===== src/hdl/bhe_pkg.sv =====
// Shared constants, state encoding and control structs for the byte histogram entropy block.
package bhe_pkg;

    localparam int MAX_BYTES_DEF = 4096;
    localparam int NUM_BINS      = 256;
    localparam int BIN_AW        = 8;
    localparam int LOG_FRAC      = 28;
    localparam int OUT_FRAC      = 12;
    localparam int KW            = 5;
    localparam int LOGW          = KW + LOG_FRAC;
    localparam int MANT_W        = 31;
    localparam int HALF_W        = 16;
    localparam int Q_BITS        = 17;
    localparam int ENT_W         = 16;
    localparam int CNT_OUT_W     = 13;
    localparam int ENT_MAX       = 8 << OUT_FRAC;
    localparam int IT_W          = 5;

    typedef enum logic [3:0] {
        S_CLEAR,
        S_RUN,
        S_SETTLE,
        S_NLOAD,
        S_SQ,
        S_MLO,
        S_MHI,
        S_BREAD,
        S_BCHK,
        S_DIVINIT,
        S_DIV,
        S_OUT
    } t_state;

    typedef struct packed {
        logic              clr_wr;
        logic              byte_en;
        logic              load_n;
        logic              load_bin;
        logic              sq;
        logic              mul_lo;
        logic              mul_hi;
        logic              sub;
        logic              bin_rd;
        logic              div_init;
        logic              div_step;
        logic              out_load;
        logic [BIN_AW-1:0] addr;
    } t_cmd;

    typedef struct packed {
        logic bin_zero;
        logic out_free;
    } t_stat;

endpackage


===== src/hdl/bhe_ctrl.sv =====
// Controller: sequences clearing, byte intake, log2/accumulate per bin, division and output.
module bhe_ctrl (
    input  logic           i_clk,
    input  logic           i_rst_n,
    input  logic           i_valid,
    input  logic           i_end_of_set,
    output logic           o_ready,
    input  bhe_pkg::t_stat i_stat,
    output bhe_pkg::t_cmd  o_cmd
);

    bhe_pkg::t_state            r_state, n_state;
    logic [bhe_pkg::BIN_AW-1:0] r_addr, n_addr;
    logic [bhe_pkg::IT_W-1:0]   r_it, n_it;
    logic                       r_is_bin, n_is_bin;
    logic                       accept;
    logic                       addr_last;

    assign accept    = i_valid && (r_state == bhe_pkg::S_RUN);
    assign addr_last = (r_addr == bhe_pkg::BIN_AW'(bhe_pkg::NUM_BINS - 1));

    always_ff @(posedge i_clk) begin
        if (!i_rst_n) begin
            r_state  <= bhe_pkg::S_CLEAR;
            r_addr   <= '0;
            r_it     <= '0;
            r_is_bin <= 1'b0;
        end else begin
            r_state  <= n_state;
            r_addr   <= n_addr;
            r_it     <= n_it;
            r_is_bin <= n_is_bin;
        end
    end

    always_comb begin
        n_state  = r_state;
        n_addr   = r_addr;
        n_it     = r_it;
        n_is_bin = r_is_bin;
        unique case (r_state)
            bhe_pkg::S_CLEAR: begin
                n_addr = r_addr + 1'b1;
                if (addr_last) begin
                    n_state = bhe_pkg::S_RUN;
                end
            end
            bhe_pkg::S_RUN: begin
                if (accept && i_end_of_set) begin
                    n_state = bhe_pkg::S_SETTLE;
                end
            end
            bhe_pkg::S_SETTLE: n_state = bhe_pkg::S_NLOAD;
            bhe_pkg::S_NLOAD: begin
                n_is_bin = 1'b0;
                n_it     = '0;
                n_state  = bhe_pkg::S_SQ;
            end
            bhe_pkg::S_SQ: begin
                n_it = r_it + 1'b1;
                if (r_it == bhe_pkg::IT_W'(bhe_pkg::LOG_FRAC - 1)) begin
                    n_state = bhe_pkg::S_MLO;
                end
            end
            bhe_pkg::S_MLO: n_state = bhe_pkg::S_MHI;
            bhe_pkg::S_MHI: begin
                if (!r_is_bin) begin
                    n_addr  = '0;
                    n_state = bhe_pkg::S_BREAD;
                end else if (addr_last) begin
                    n_state = bhe_pkg::S_DIVINIT;
                end else begin
                    n_addr  = r_addr + 1'b1;
                    n_state = bhe_pkg::S_BREAD;
                end
            end
            bhe_pkg::S_BREAD: n_state = bhe_pkg::S_BCHK;
            bhe_pkg::S_BCHK: begin
                if (!i_stat.bin_zero) begin
                    n_is_bin = 1'b1;
                    n_it     = '0;
                    n_state  = bhe_pkg::S_SQ;
                end else if (addr_last) begin
                    n_state = bhe_pkg::S_DIVINIT;
                end else begin
                    n_addr  = r_addr + 1'b1;
                    n_state = bhe_pkg::S_BREAD;
                end
            end
            bhe_pkg::S_DIVINIT: begin
                n_it    = '0;
                n_state = bhe_pkg::S_DIV;
            end
            bhe_pkg::S_DIV: begin
                n_it = r_it + 1'b1;
                if (r_it == bhe_pkg::IT_W'(bhe_pkg::Q_BITS - 1)) begin
                    n_state = bhe_pkg::S_OUT;
                end
            end
            bhe_pkg::S_OUT: begin
                if (i_stat.out_free) begin
                    n_state = bhe_pkg::S_RUN;
                end
            end
            default: n_state = bhe_pkg::S_CLEAR;
        endcase
    end

    always_comb begin
        o_cmd      = '0;
        o_cmd.addr = r_addr;
        o_cmd.sub  = r_is_bin;
        o_ready    = 1'b0;
        unique case (r_state)
            bhe_pkg::S_CLEAR:   o_cmd.clr_wr = 1'b1;
            bhe_pkg::S_RUN: begin
                o_ready       = 1'b1;
                o_cmd.byte_en = accept;
            end
            bhe_pkg::S_SETTLE:  o_cmd.sub = 1'b0;
            bhe_pkg::S_NLOAD:   o_cmd.load_n = 1'b1;
            bhe_pkg::S_SQ:      o_cmd.sq = 1'b1;
            bhe_pkg::S_MLO:     o_cmd.mul_lo = 1'b1;
            bhe_pkg::S_MHI:     o_cmd.mul_hi = 1'b1;
            bhe_pkg::S_BREAD:   o_cmd.bin_rd = 1'b1;
            bhe_pkg::S_BCHK:    o_cmd.load_bin = !i_stat.bin_zero;
            bhe_pkg::S_DIVINIT: o_cmd.div_init = 1'b1;
            bhe_pkg::S_DIV:     o_cmd.div_step = 1'b1;
            bhe_pkg::S_OUT:     o_cmd.out_load = i_stat.out_free;
            default:            o_cmd.clr_wr = 1'b0;
        endcase
    end

endmodule


===== config.mk =====
export PLATFORM = sky130hd
export DESIGN_NAME = bhe_ctrl
export DESIGN_NICKNAME = d
export VERILOG_FILES = /design/src/hdl/bhe_pkg.sv /design/src/hdl/bhe_ctrl.sv
export SDC_FILE = /design/constraint.sdc
export NUM_CORES = 1
export LEC_CHECK = 0
export BUFFER_PORTS_ARGS = -buffer_cell sky130_fd_sc_hd__clkbuf_2
export CORE_AREA = 10 10 64 76
export DETAILED_ROUTE_END_ITERATION = 8
export DIE_AREA = 0 0 74 86
export PLACE_DENSITY = 0.7
export SKIP_CTS_REPAIR_TIMING = 1
export SYNTH_ARGS = -nofsm -noshare
export SYNTH_HDL_FRONTEND = slang
export SYNTH_SLANG_ARGS = --single-unit

===== constraint.sdc =====
create_clock -name i_clk -period 1.6 [get_ports i_clk]
set_input_delay 0.24 -clock i_clk [delete_from_list [all_inputs] [get_ports i_clk]]
set_output_delay 0.24 -clock i_clk [all_outputs]
set_load 0.1 [all_outputs]

* Word level (Yosys, flattened, before mapping) *
Index checks and enable logic that the tools add are counted.

storage, ports and cells
  flip-flop bits (word level) = 18
  word-level logic and storage cells = 70
  output and inout bits = 21
  bits of input ports = 6

operators by class
  reductions and logical operators = 13
  $add $sub $neg = 2
  eq/ne operators = 21
  multiplexer cells = 30

operators with widths
  kind                   count
  $pmux W4 S12           1
  $mux W4                8
  $mux W8                3
  $pmux W8 S3            1
  $eq A4 B3 Y1 const B   4
  $eq A4 B4 Y1 const B   4
  $pmux W5 S3            1
  $mux W1                14
  $ne A2 B2 Y1 const B   6
  $eq A5 B5 Y1 const B   2
  $add A8 B1 Y8 const B  1
  $eq A4 B2 Y1 const B   2
  $eq A8 B8 Y1 const B   1
  $reduce_and A2 Y1      3
  $reduce_bool A3 Y1     2
  $add A5 B1 Y5 const B  1
  $mux W5                1
  $reduce_and A5 Y1      1
  $eq A4 B1 Y1 const B   1
  $logic_not A4 Y1       1
  $reduce_or A2 Y1       2
  $logic_and A1 B1 Y1    2
  $ne A2 B1 Y1 const B   1
  $pmux W1 S2            1
  2 further kinds        2

* Longest topological paths before layout *
Gate-level depths: netlist of run 1.

  depth in word-level cells = 5
  depth in mapped cells = 7
  mapped depth without buffers = 6

* Worst setup path after synthesis of run 1 *
Ideal clock, no wire load.

  path kind = reg2reg
  start = register r_state[3]
  end = register r_addr[3] (netlist name)
  arrival time = 4.209 ns
  buffers on the path = 0
  data required time = 1.538 ns
  period minus slack after synthesis = 4.271 ns
  stages on the path, launching flop included = 6
  setup time = 0.062 ns
  path slack = -2.671 ns
  cell sequence = dfxtp_1 nor4_1 a311o_2 o21ai_2 nor2b_1 o221a_1

on the way
  longest elaborated chain between the ends = 3
  elaborated cells between the ends (all ways) = 7
  classes of those cells = 3 x eq/ne; 1 x mux; 3 x reduce/logical

ends and longest elaborated chain
  element                                                                     line            text
  from (decl)                                                                 bhe_ctrl.sv:12  bhe_pkg::t_state r_state, n_state;
  from (signal assigned)                                                      bhe_ctrl.sv:24  r_state <= bhe_pkg::S_CLEAR;
  from (signal assigned)                                                      bhe_ctrl.sv:29  r_state <= n_state;
  $eq A4 B4 Y1, or another cell as far along                                  bhe_ctrl.sv:41  unique case (r_state)
  $ne A2 B2 Y1 (no source line) / $reduce_bool A3 Y1 (equally long branches)  n/a
  $reduce_and A2 Y1 (no source line)                                          n/a
  to (signal assigned)                                                        bhe_ctrl.sv:30  r_addr <= n_addr;
  to (decl)                                                                   bhe_ctrl.sv:13  logic [bhe_pkg::BIN_AW-1:0] r_addr, n_addr;

Several ways; a longest one is shown, not always the timed one.
A chain may end at the register's enable or synchronous reset.

* Final worst setup path of run 1 *
  start = register r_state[0]
  end = register r_it[3] (netlist name)

on the way
  longest elaborated chain between the ends = 4
  elaborated cells between the ends (all ways) = 11
  classes of those cells = 6 x eq/ne; 1 x mux; 4 x reduce/logical

ends and longest elaborated chain
  element                                     line            text
  $eq A4 B4 Y1, or another cell as far along  bhe_ctrl.sv:41
  $reduce_or A2 Y1 (no source line)           n/a
  $reduce_bool A3 Y1 (no source line)         n/a
  $reduce_and A2 Y1 (no source line)          n/a
  to (signal assigned)                        bhe_ctrl.sv:31  r_it <= n_it;
  to (decl)                                   bhe_ctrl.sv:14  logic [bhe_pkg::IT_W-1:0] r_it, n_it;

Several ways; a longest one is shown, not always the timed one.

==> results of run 1 <==
-- worst register-to-register path: stages (launching register included) --
cell     delay, ns
dfxtp_4       0.38
buf_6         0.13
or3b_1        0.38
a21oi_2       0.21
a21oi_4       0.07
or3_1         0.34
a21oi_1       0.19
-- layout by cell type (no fill, tap or decap), types with 5 or more instances in the layout --
master and instances:
buf_4 56, buf_6 23, buf_12 15, clkbuf_2 13
dfxtp_1 12, inv_1 7, a21oi_1 7, nor2_4 6
nor2_1 6, nand2_1 6, o21ai_0 6, nor3_4 5
nand3_1 5
-- area by class of cell --
type	instances	area, µm²
clock buffer	4	55.1
fill	193	558
inverter	7	26.3
multi-input combinational	130	1190
sequential	18	378
tap	37	46.3
timing repair buffer	110	1110
-- registers in the layout, indices dropped and copies added (netlist names) --
signal    flops
r_it          5
r_is_bin      1
r_state       4
r_addr        8
-- cells by family (layout without fill, tap and decap cells) --
group	Yosys count	count (layout)	synth area share, %
AO/OA/AOI/OAI	49	49	27.0
flip-flops	18	18	27.4
multiplexers	3	3	2.28
XOR/XNOR	3	3	2.00
adder cells (fa/ha/maj)	3	3	2.85
AND/OR/NAND/NOR	72	72	32.3
buffers and inverters	15	121	6.18
-- worst max-delay path by stage --
| stage | start | to | slack [ns] |
|---|---|---|---|
| finish | r_state[0] | r_it[3] | -0.19 |
| global route | r_state[1] | r_state[3] | -0.27 |
| CTS | r_state[1] | o_cmd[18] | -0.29 |
| detailed placement | r_state[2] | r_addr[2] | -0.12 |
| global placement | r_state[2] | r_addr[2] | -0.05 |
| floorplan | r_state[3] | r_addr[3] | -0.58 |
-- synth_stat cells, types with 4 or more instances --
library cell	instances	share of area [%]
and2_1	6	2.9
nand2_1	9	2.6
nand3b_1	4	2.3
inv_1	7	2.0
nand2b_1	4	1.9
nor2_1	12	3.4
nor3_1	5	1.9
a21oi_1	9	3.4
nand3_1	7	2.7
and3_1	5	2.4
o21ai_0	8	3.0
dfxtp_1	18	27
buf_4	4	2.3
-- metal layers --
layer | GRT usage, % | share of wire, % | vias to the layer above | wire length (µm)
met5 | 0 | 0 | - | 0
li1 | - | - | 815 | -
met3 | 3.11 | 6.4 | 23 | 397
met2 | 21.9 | 53 | 89 | 3280
met4 | 5.77 | 4.3 | 0 | 262
met1 | 15.9 | 36 | 876 | 2220
-- power by group --
| group | switching (mW) | leakage, nW | internal [mW] |
|---|---|---|---|
| sequential | 0.0269 | 0.149 | 0.472 |
| combinational | 0.566 | 1.01 | 0.444 |
| clock | 0.173 | 0.0288 | 0.220 |
==> impl_metrics.ini, run 1 <==
[critical_path]
r2r_start = r_state[0]
cp.depth = 6
timing.rr.end = r_it[3]
criticalPathCategory = flop to flop
cp_cell_sequence = buf_6 -> or3b_1 -> a21oi_2 -> a21oi_4 -> or3_1 -> a21oi_1
rrSetupSlack_ns = -0.19
cpLargestDelayFamily = simple AND/OR/NAND/NOR gates
cpPeakStageDelay_ns = 0.38
crit_slowest_cell = dfxtp_4
path_max_fanout = 6
cp-start-kind = flop
endpoint_kind = flop
ff2ff_path_depth = 6
path_buf_inv = 1
arrival_ns = 1.97
required_ns = 1.78

[routing]
vias_per_cell = 5.89
routedWlPerCell_um = 20.1
drt_iter0_markers = 154
vias = 1803
firstDrtPassIters = 4
drc = 0
routed_wl_um = 6160
ant_nets = 0

[floorplan]
start_util_pct = 39.1
dieHeight_um = 86
core-area_um2 = 3370
io_pins = 27
die_width_um = 74
die_area_um2 = 6360
num_rows = 23

[layout]
area_delta_synth_final_pct = 113
finalNonFillerCells = 306
diodes = 0
layout.nets = 279
layout-drive-gt1-share_pct = 63.2
final_area_um2 = 2810
fin_util_pct = 83.4

[timing]
fmax_mhz = 558
finalWorstSetupSlack_ns = -0.193
tns_ns = -2.78
skew_ns = 0.00834
hold_viol_final = 0
setup_violations = 29
worst_slew_pin_slew_ns = 0.559
rsz0062_at_grt = yes
finalMaxSlewViolations = 0
finalCritPeriodShare_pct = 112
whs_ns = 0.434
slew_headroom_pct = 62.9
min_period_ns = 1.79

[clock_network]
path_clk_slew_ns = 0.08
insertion_delay_ns = 0.27
cts_max_path_buffers = 2
cts_tree = done
cts.sinks = 18
numCtsBuffers = 3
clk_root_buffer_cell = clkbuf_8
h-tree-depth = 1

[logic_synthesis]
synth_seq_area_share_pct = 27.4
synth.avg_cell_area_um2 = 8.08
async_reset_ff_share_pct = 0
syn_area_um2 = 1320
synth.distinct_cells = 57
yosysWarningCount = 0
synth_ff_type = dfxtp_1
synthCells = 163
synth_edf_count = 0
ys_seq_elements = 18
synth_nets = 172

[min_path]
hold-path-endpoint = r_state[2]
min-delay-start = i_rst_n
hp-class = primary input to flop
hold_depth = 2

[power_and_ir_drop]
ir_worst_vdd_uv = 889
power.leakage_nw = 1.18
fin_total_pwr_mw = 1.90
power_density_nw_per_um2 = 677

[placed_design]
dp_hpwl_um = 3330
placedCellCount = 267
io_buffer_count = 26
gp_congestion = 0.894
dpl_cell_area_um2 = 2150
place_ws_ns = -0.123

[grt]
grt_overflow = 0
grt_pass1_vias = 1496
track_usage_pct = 13.3
antenna_found_initial = 0
grt_max_degree = 17
grt_pass1_wl_um = 7000

[run]
maxCapViolations = 0

[status]
status = finished with violations
violations = negative setup slack
(Power assumes the default switching activity.)
==> inputs of run 2 (changes only) <==
--- a/config.mk
+++ b/config.mk
@@ -9,7 +9,7 @@
 export CORE_AREA = 10 10 64 76
 export DETAILED_ROUTE_END_ITERATION = 8
 export DIE_AREA = 0 0 74 86
-export PLACE_DENSITY = 0.7
+export PLACE_DENSITY = 0.68
 export SKIP_CTS_REPAIR_TIMING = 1
 export SYNTH_ARGS = -nofsm -noshare
 export SYNTH_HDL_FRONTEND = slang
==> constraint.sdc (replaced) <==
create_clock -name i_clk -period 2 [get_ports i_clk]
set_input_delay 0.3 -clock i_clk [delete_from_list [all_inputs] [get_ports i_clk]]
set_output_delay 0.3 -clock i_clk [all_outputs]
set_load 0.1 [all_outputs]
==> impl_metrics.ini, run 2 (same netlist as run 1, synthesis figures left out) <==
[clock_network]
path_clk_slew_ns = 0.07
clk_root_buffer_cell = clkbuf_8
cts_max_path_buffers = 2
numCtsBuffers = 3
cts_tree = done
h-tree-depth = 1
insertion_delay_ns = 0.26
cts.sinks = 18

[layout]
nFillCells = 294
largest_register_ffs = 8
layout.nets = 200
layout-drive-gt1-share_pct = 36.8
multi_input_area_um2 = 981
final_cell_mix = clkbuf_2 (13), buf_12 (13)
diodes = 0
final-seq-area_um2 = 375
regMostFlops = r_addr
reg.largest.list = r_addr (8), r_it (5), r_state (4)
area_delta_synth_final_pct = 40.6
final_area_um2 = 1850
fin_util_pct = 55.0

[floorplan]
start_util_pct = 39.1
dieHeight_um = 86
core-area_um2 = 3370
num_rows = 23
io_pins = 27
die_width_um = 74
die_area_um2 = 6360

[timing]
min_period_ns = 1.88
finalMaxSlewViolations = 0
hold_viol_final = 0
rsz0062_at_grt = no
slew_headroom_pct = 60.0
fmax_mhz = 532
skew_ns = 0.00675
finalCritPeriodShare_pct = 93.9
worst_slew_pin_slew_ns = 0.593
setup_violations = 0
tns_ns = 0

[critical_path]
path_max_fanout = 9
cp-start-kind = flop
arrival_ns = 1.58
endpoint_kind = output port
criticalPathCategory = flop to output port
rrSetupSlack_ns = 0.21
required_ns = 1.70

[grt]
grt_max_degree = 24
grt_pass1_vias = 1403
track_usage_pct = 12.2
grt_pass1_wl_um = 6560
antenna_found_initial = 0
grt_overflow = 0

[status]
status = complete, no violations

[placed_design]
io_buffer_count = 26
dp_hpwl_um = 2960
dpl_cell_area_um2 = 1780
gp_congestion = 0.930

[routing]
drt_iter0_markers = 81
drc = 0
routed_wl_um = 3760
firstDrtPassIters = 6
routedWlPerCell_um = 16.6
vias = 1354
ant_nets = 0
vias_per_cell = 5.96

[min_path]
hp-class = primary input to flop

[power_and_ir_drop]
power_density_nw_per_um2 = 657
ir_worst_vdd_uv = 519
power.leakage_nw = 0.693

[run]
maxCapViolations = 0
==> run 2: power breakdown <==
| part | total [mW] | internal, mW | switching (mW) | leakage (nW) |
|---|---|---|---|---|
| Clock | 0.305 | 0.175 | 0.130 | 0.0288 |
| Sequential | 0.407 | 0.380 | 0.0273 | 0.150 |
| Combinational | 0.504 | 0.163 | 0.341 | 0.514 |
| Total | 1.22 | 0.718 | 0.498 | 0.693 |
==> run 2: critical path, stage by stage, from the launching register on <==
cell and delay (ns):
dfxtp_2 0.38, buf_6 0.18, nand2b_1 0.19, nor3_4 0.22, and2_4 0.19, buf_12 0.16
==> run 2: area by class of cell <==
type                       instances  area share (%)
tap                               37            2.50
multi-input combinational        130            53.0
inverter                           7            1.42
clock buffer                       4            2.97
timing repair buffer              31            19.8
sequential                        18            20.3
==> run 2: path summary, 6_finish.rpt <==
check / start / end / cells past startpoint
worst min-delay path: i_stat[0] / r_state[0] / 4
worst max-delay path: r_state[0] / o_cmd[18] / 5
worst max register to register: r_state[2] / r_it[3] / 5
worst min register to register: r_it[4] / r_it[4] / 2
==> run 2: per-stage QoR <==
| stage | setup WS, ns | hold WS, ns | power, mW | instances |
|---|---|---|---|---|
| after floorplan | -0.325 | 0.458 | 0.783 | 163 |
| after global placement | 0.219 | 0.476 | 0.904 | 223 |
| after detailed placement | 0.127 | 0.489 | 0.917 | 223 |
| after CTS | -0.0329 | 0.445 | 1.22 | 227 |
| after global routing | 0.0336 | 0.482 | 1.28 | 227 |
| final | 0.121 | 0.445 | 1.22 | 227 |
==> run 2: per-layer routing <==
layer	share of wire, %	vias to the layer above	global-route usage, %
met4	2.3	0	5.26
li1	-	656	-
met5	0	-	0
met3	7.4	9	4.04
met2	49	42	19.9
met1	41	647	14.1
==> inputs of run 3 (changes only) <==
--- a/config.mk
+++ b/config.mk
@@ -5,11 +5,12 @@
 export SDC_FILE = /design/constraint.sdc
 export NUM_CORES = 1
 export LEC_CHECK = 0
+export ABC_AREA = 1
 export BUFFER_PORTS_ARGS = -buffer_cell sky130_fd_sc_hd__clkbuf_2
-export CORE_AREA = 10 10 64 76
+export CORE_AREA = 10 10 63 76
 export DETAILED_ROUTE_END_ITERATION = 8
-export DIE_AREA = 0 0 74 86
-export PLACE_DENSITY = 0.68
+export DIE_AREA = 0 0 73 86
+export PLACE_DENSITY_LB_ADDON = 0.1
 export SKIP_CTS_REPAIR_TIMING = 1
 export SYNTH_ARGS = -nofsm -noshare
 export SYNTH_HDL_FRONTEND = slang
==> impl_metrics.ini, run 3 <==
[floorplan]
core-area_um2 = 3280
die_area_um2 = 6280
num_rows = 23
start_util_pct = 39.5
io_pins = 27
dieHeight_um = 86
die_width_um = 73

[logic_synthesis]
synth_ff_type = dfxtp_1
synth_top_family_by_area = simple AND/OR/NAND/NOR gates
yosysTopAreaCell = dfxtp_1
synthCells = 202
synth_common_cells = nand2_1 (57), inv_1 (29), nor2_1 (21), dfxtp_1 (18), a21oi_1 (15)
synth_seq_area_share_pct = 27.8
synth.distinct_cells = 34
synth_nets = 211
synth.avg_cell_area_um2 = 6.42
yosysWarningCount = 0
synthAdderAreaFrac_pct = 2.89
syn_area_um2 = 1300
async_reset_ff_share_pct = 0
synth.area.top_cells = dfxtp_1 (28%), nand2_1 (16%), inv_1 (8.4%)
synthSimpleGateAreaFrac_pct = 42.9
synth_compound_area_share_pct = 13.2
synth_top_area_share_pct = 27.8
ys_seq_elements = 18
yosysMostFrequentCell = nand2_1
synth_edf_count = 0
synthMuxAreaShare_pct = 0
synth_xor_area_share_pct = 2.03

[placed_design]
dp_hpwl_um = 2720
gp_congestion = 0.848
dpl_cell_area_um2 = 1580
io_buffer_count = 26

[power_and_ir_drop]
power_density_nw_per_um2 = 1020
ir_worst_vdd_uv = 655
power.leakage_nw = 0.806

[critical_path]
crit_slowest_cell = dfxtp_1
criticalPathCategory = flop to output port
required_ns = 1.70
arrival_ns = 1.54
cp-start-kind = flop
path_max_fanout = 8
path_buf_inv = 3
cpPeakStageDelay_ns = 0.49
endpoint_kind = output port
cpLargestDelayFamily = buffers and inverters
r2r_start = r_addr[1]
cp_cell_sequence = nand2_1 -> inv_1 -> nand2_1 -> inv_1 -> clkbuf_2
cp-startpoint = r_state[1]

[routing]
routed_wl_um = 3310
routedWlPerCell_um = 12.4
drt_iter0_markers = 76
ant_nets = 0
firstDrtPassIters = 4
drc = 0
vias_per_cell = 4.88
vias = 1302

[layout]
largest_register_ffs = 8
fin_util_pct = 49.7
final_common_cell = nand2_1
nFillCells = 355
reg.largest.list = r_addr (8), r_it (5), r_state (4)
layout-drive-gt1-share_pct = 28.3
regMostFlops = r_addr
final_cell_mix = nand2_1 (57), inv_1 (29), nor2_1 (16), clkbuf_2 (16)
layout.nets = 240
final_area_um2 = 1630
area_delta_synth_final_pct = 25.7
diodes = 0

[timing]
setup_violations = 0
tns_ns = 0
fmax_mhz = 543
slew_headroom_pct = 63.5
rsz0062_at_grt = no
whs_ns = 0.312
worst_slew_pin_slew_ns = 0.550
skew_ns = 0.00502
finalMaxSlewViolations = 0
hold_viol_final = 0
min_period_ns = 1.84
finalCritPeriodShare_pct = 92.1

[grt]
antenna_found_initial = 0
grt_max_degree = 14
track_usage_pct = 11.0
grt_pass1_vias = 1344
use_met3_pct = 2.54
met2_usage_pct = 19.1
grt_overflow = 0
grt-busiest-layer = met2
grt_use_met1_pct = 13.0
grt_pass1_wl_um = 5900

[clock_network]
path_clk_slew_ns = 0.07
cts_tree = done
cts.sinks = 18
insertion_delay_ns = 0.25
cts_max_path_buffers = 2
numCtsBuffers = 3
clk_root_buffer_cell = clkbuf_8
h-tree-depth = 1

[min_path]
min-delay-start = i_rst_n
hp-class = primary input to flop

[run]
maxCapViolations = 0

[status]
status = complete, no violations
[run 3: cell count changes after synthesis, sizes merged, moves of 4 or more]
cell    before  now
and2         6    0
nor3b        4    0
inv          7   33
a21oi       12   17
nor2        13   27
and3         5    1
buf          7    1
nand2b       5    0
nand2       10   64
nand3        7   12
[run 3: stage by stage]
step | worst slack [ns] | power [mW] | std cells
floorplan | 0.0477 | 1.17 | 202
global placement | 0.390 | 1.38 | 263
detailed placement | 0.386 | 1.38 | 263
CTS | 0.158 | 1.68 | 267
global route | 0.0207 | 1.77 | 267
finish | 0.158 | 1.66 | 267
[run 3: area by class of cell]
class / count / area, µm² / share of cell area [%]
multi-input cells: 148 / 813 / 49.8
repair buffers: 26 / 218 / 13.3
clock buffers: 4 / 55.1 / 3.37
inverters: 34 / 134 / 8.21
well taps: 37 / 46.3 / 2.84
flip-flops and latches: 18 / 365 / 22.4
[run 3: kinds of logic after synthesis]
logic type | Yosys count
flip-flops | 18
AND/OR/NAND/NOR | 112
buffers and inverters | 36
AO/OA/AOI/OAI | 30
adder cells (fa/ha/maj) | 3
XOR/XNOR | 3
[run 3: final timing paths]
check	endpoint	slack, ns	cells after the start
setup / recovery	o_cmd[11]	0.16	5
hold / removal	r_addr[2]	0.31	3
setup reg to reg	r_addr[1]	0.36	11
hold reg to reg	r_addr[1]	0.49	2
[run 3: routing by layer]
metal  vias up  part of all wire [%]
met3         4                   3.1
met1       578                    46
met4         0                   1.2
met5         -                     0
li1        700                     -
met2        20                    50
[run 3: report_power, final]
part | switching [mW] | internal (mW)
registers | 0.0429 | 0.400
clock network | 0.127 | 0.175
logic | 0.683 | 0.235
total | 0.853 | 0.810
[run 3: worst reg2reg max path: stages (launching register included)]
cell and delay [ns]:
dfxtp_2 0.36, ha_1 0.17, nand2_1 0.11, nor2_2 0.18
nand2_1 0.13, inv_1 0.12, nand2_2 0.09, clkinv_2 0.09
nand2_4 0.06, nand2_4 0.08, nand2_2 0.05, a21oi_2 0.11
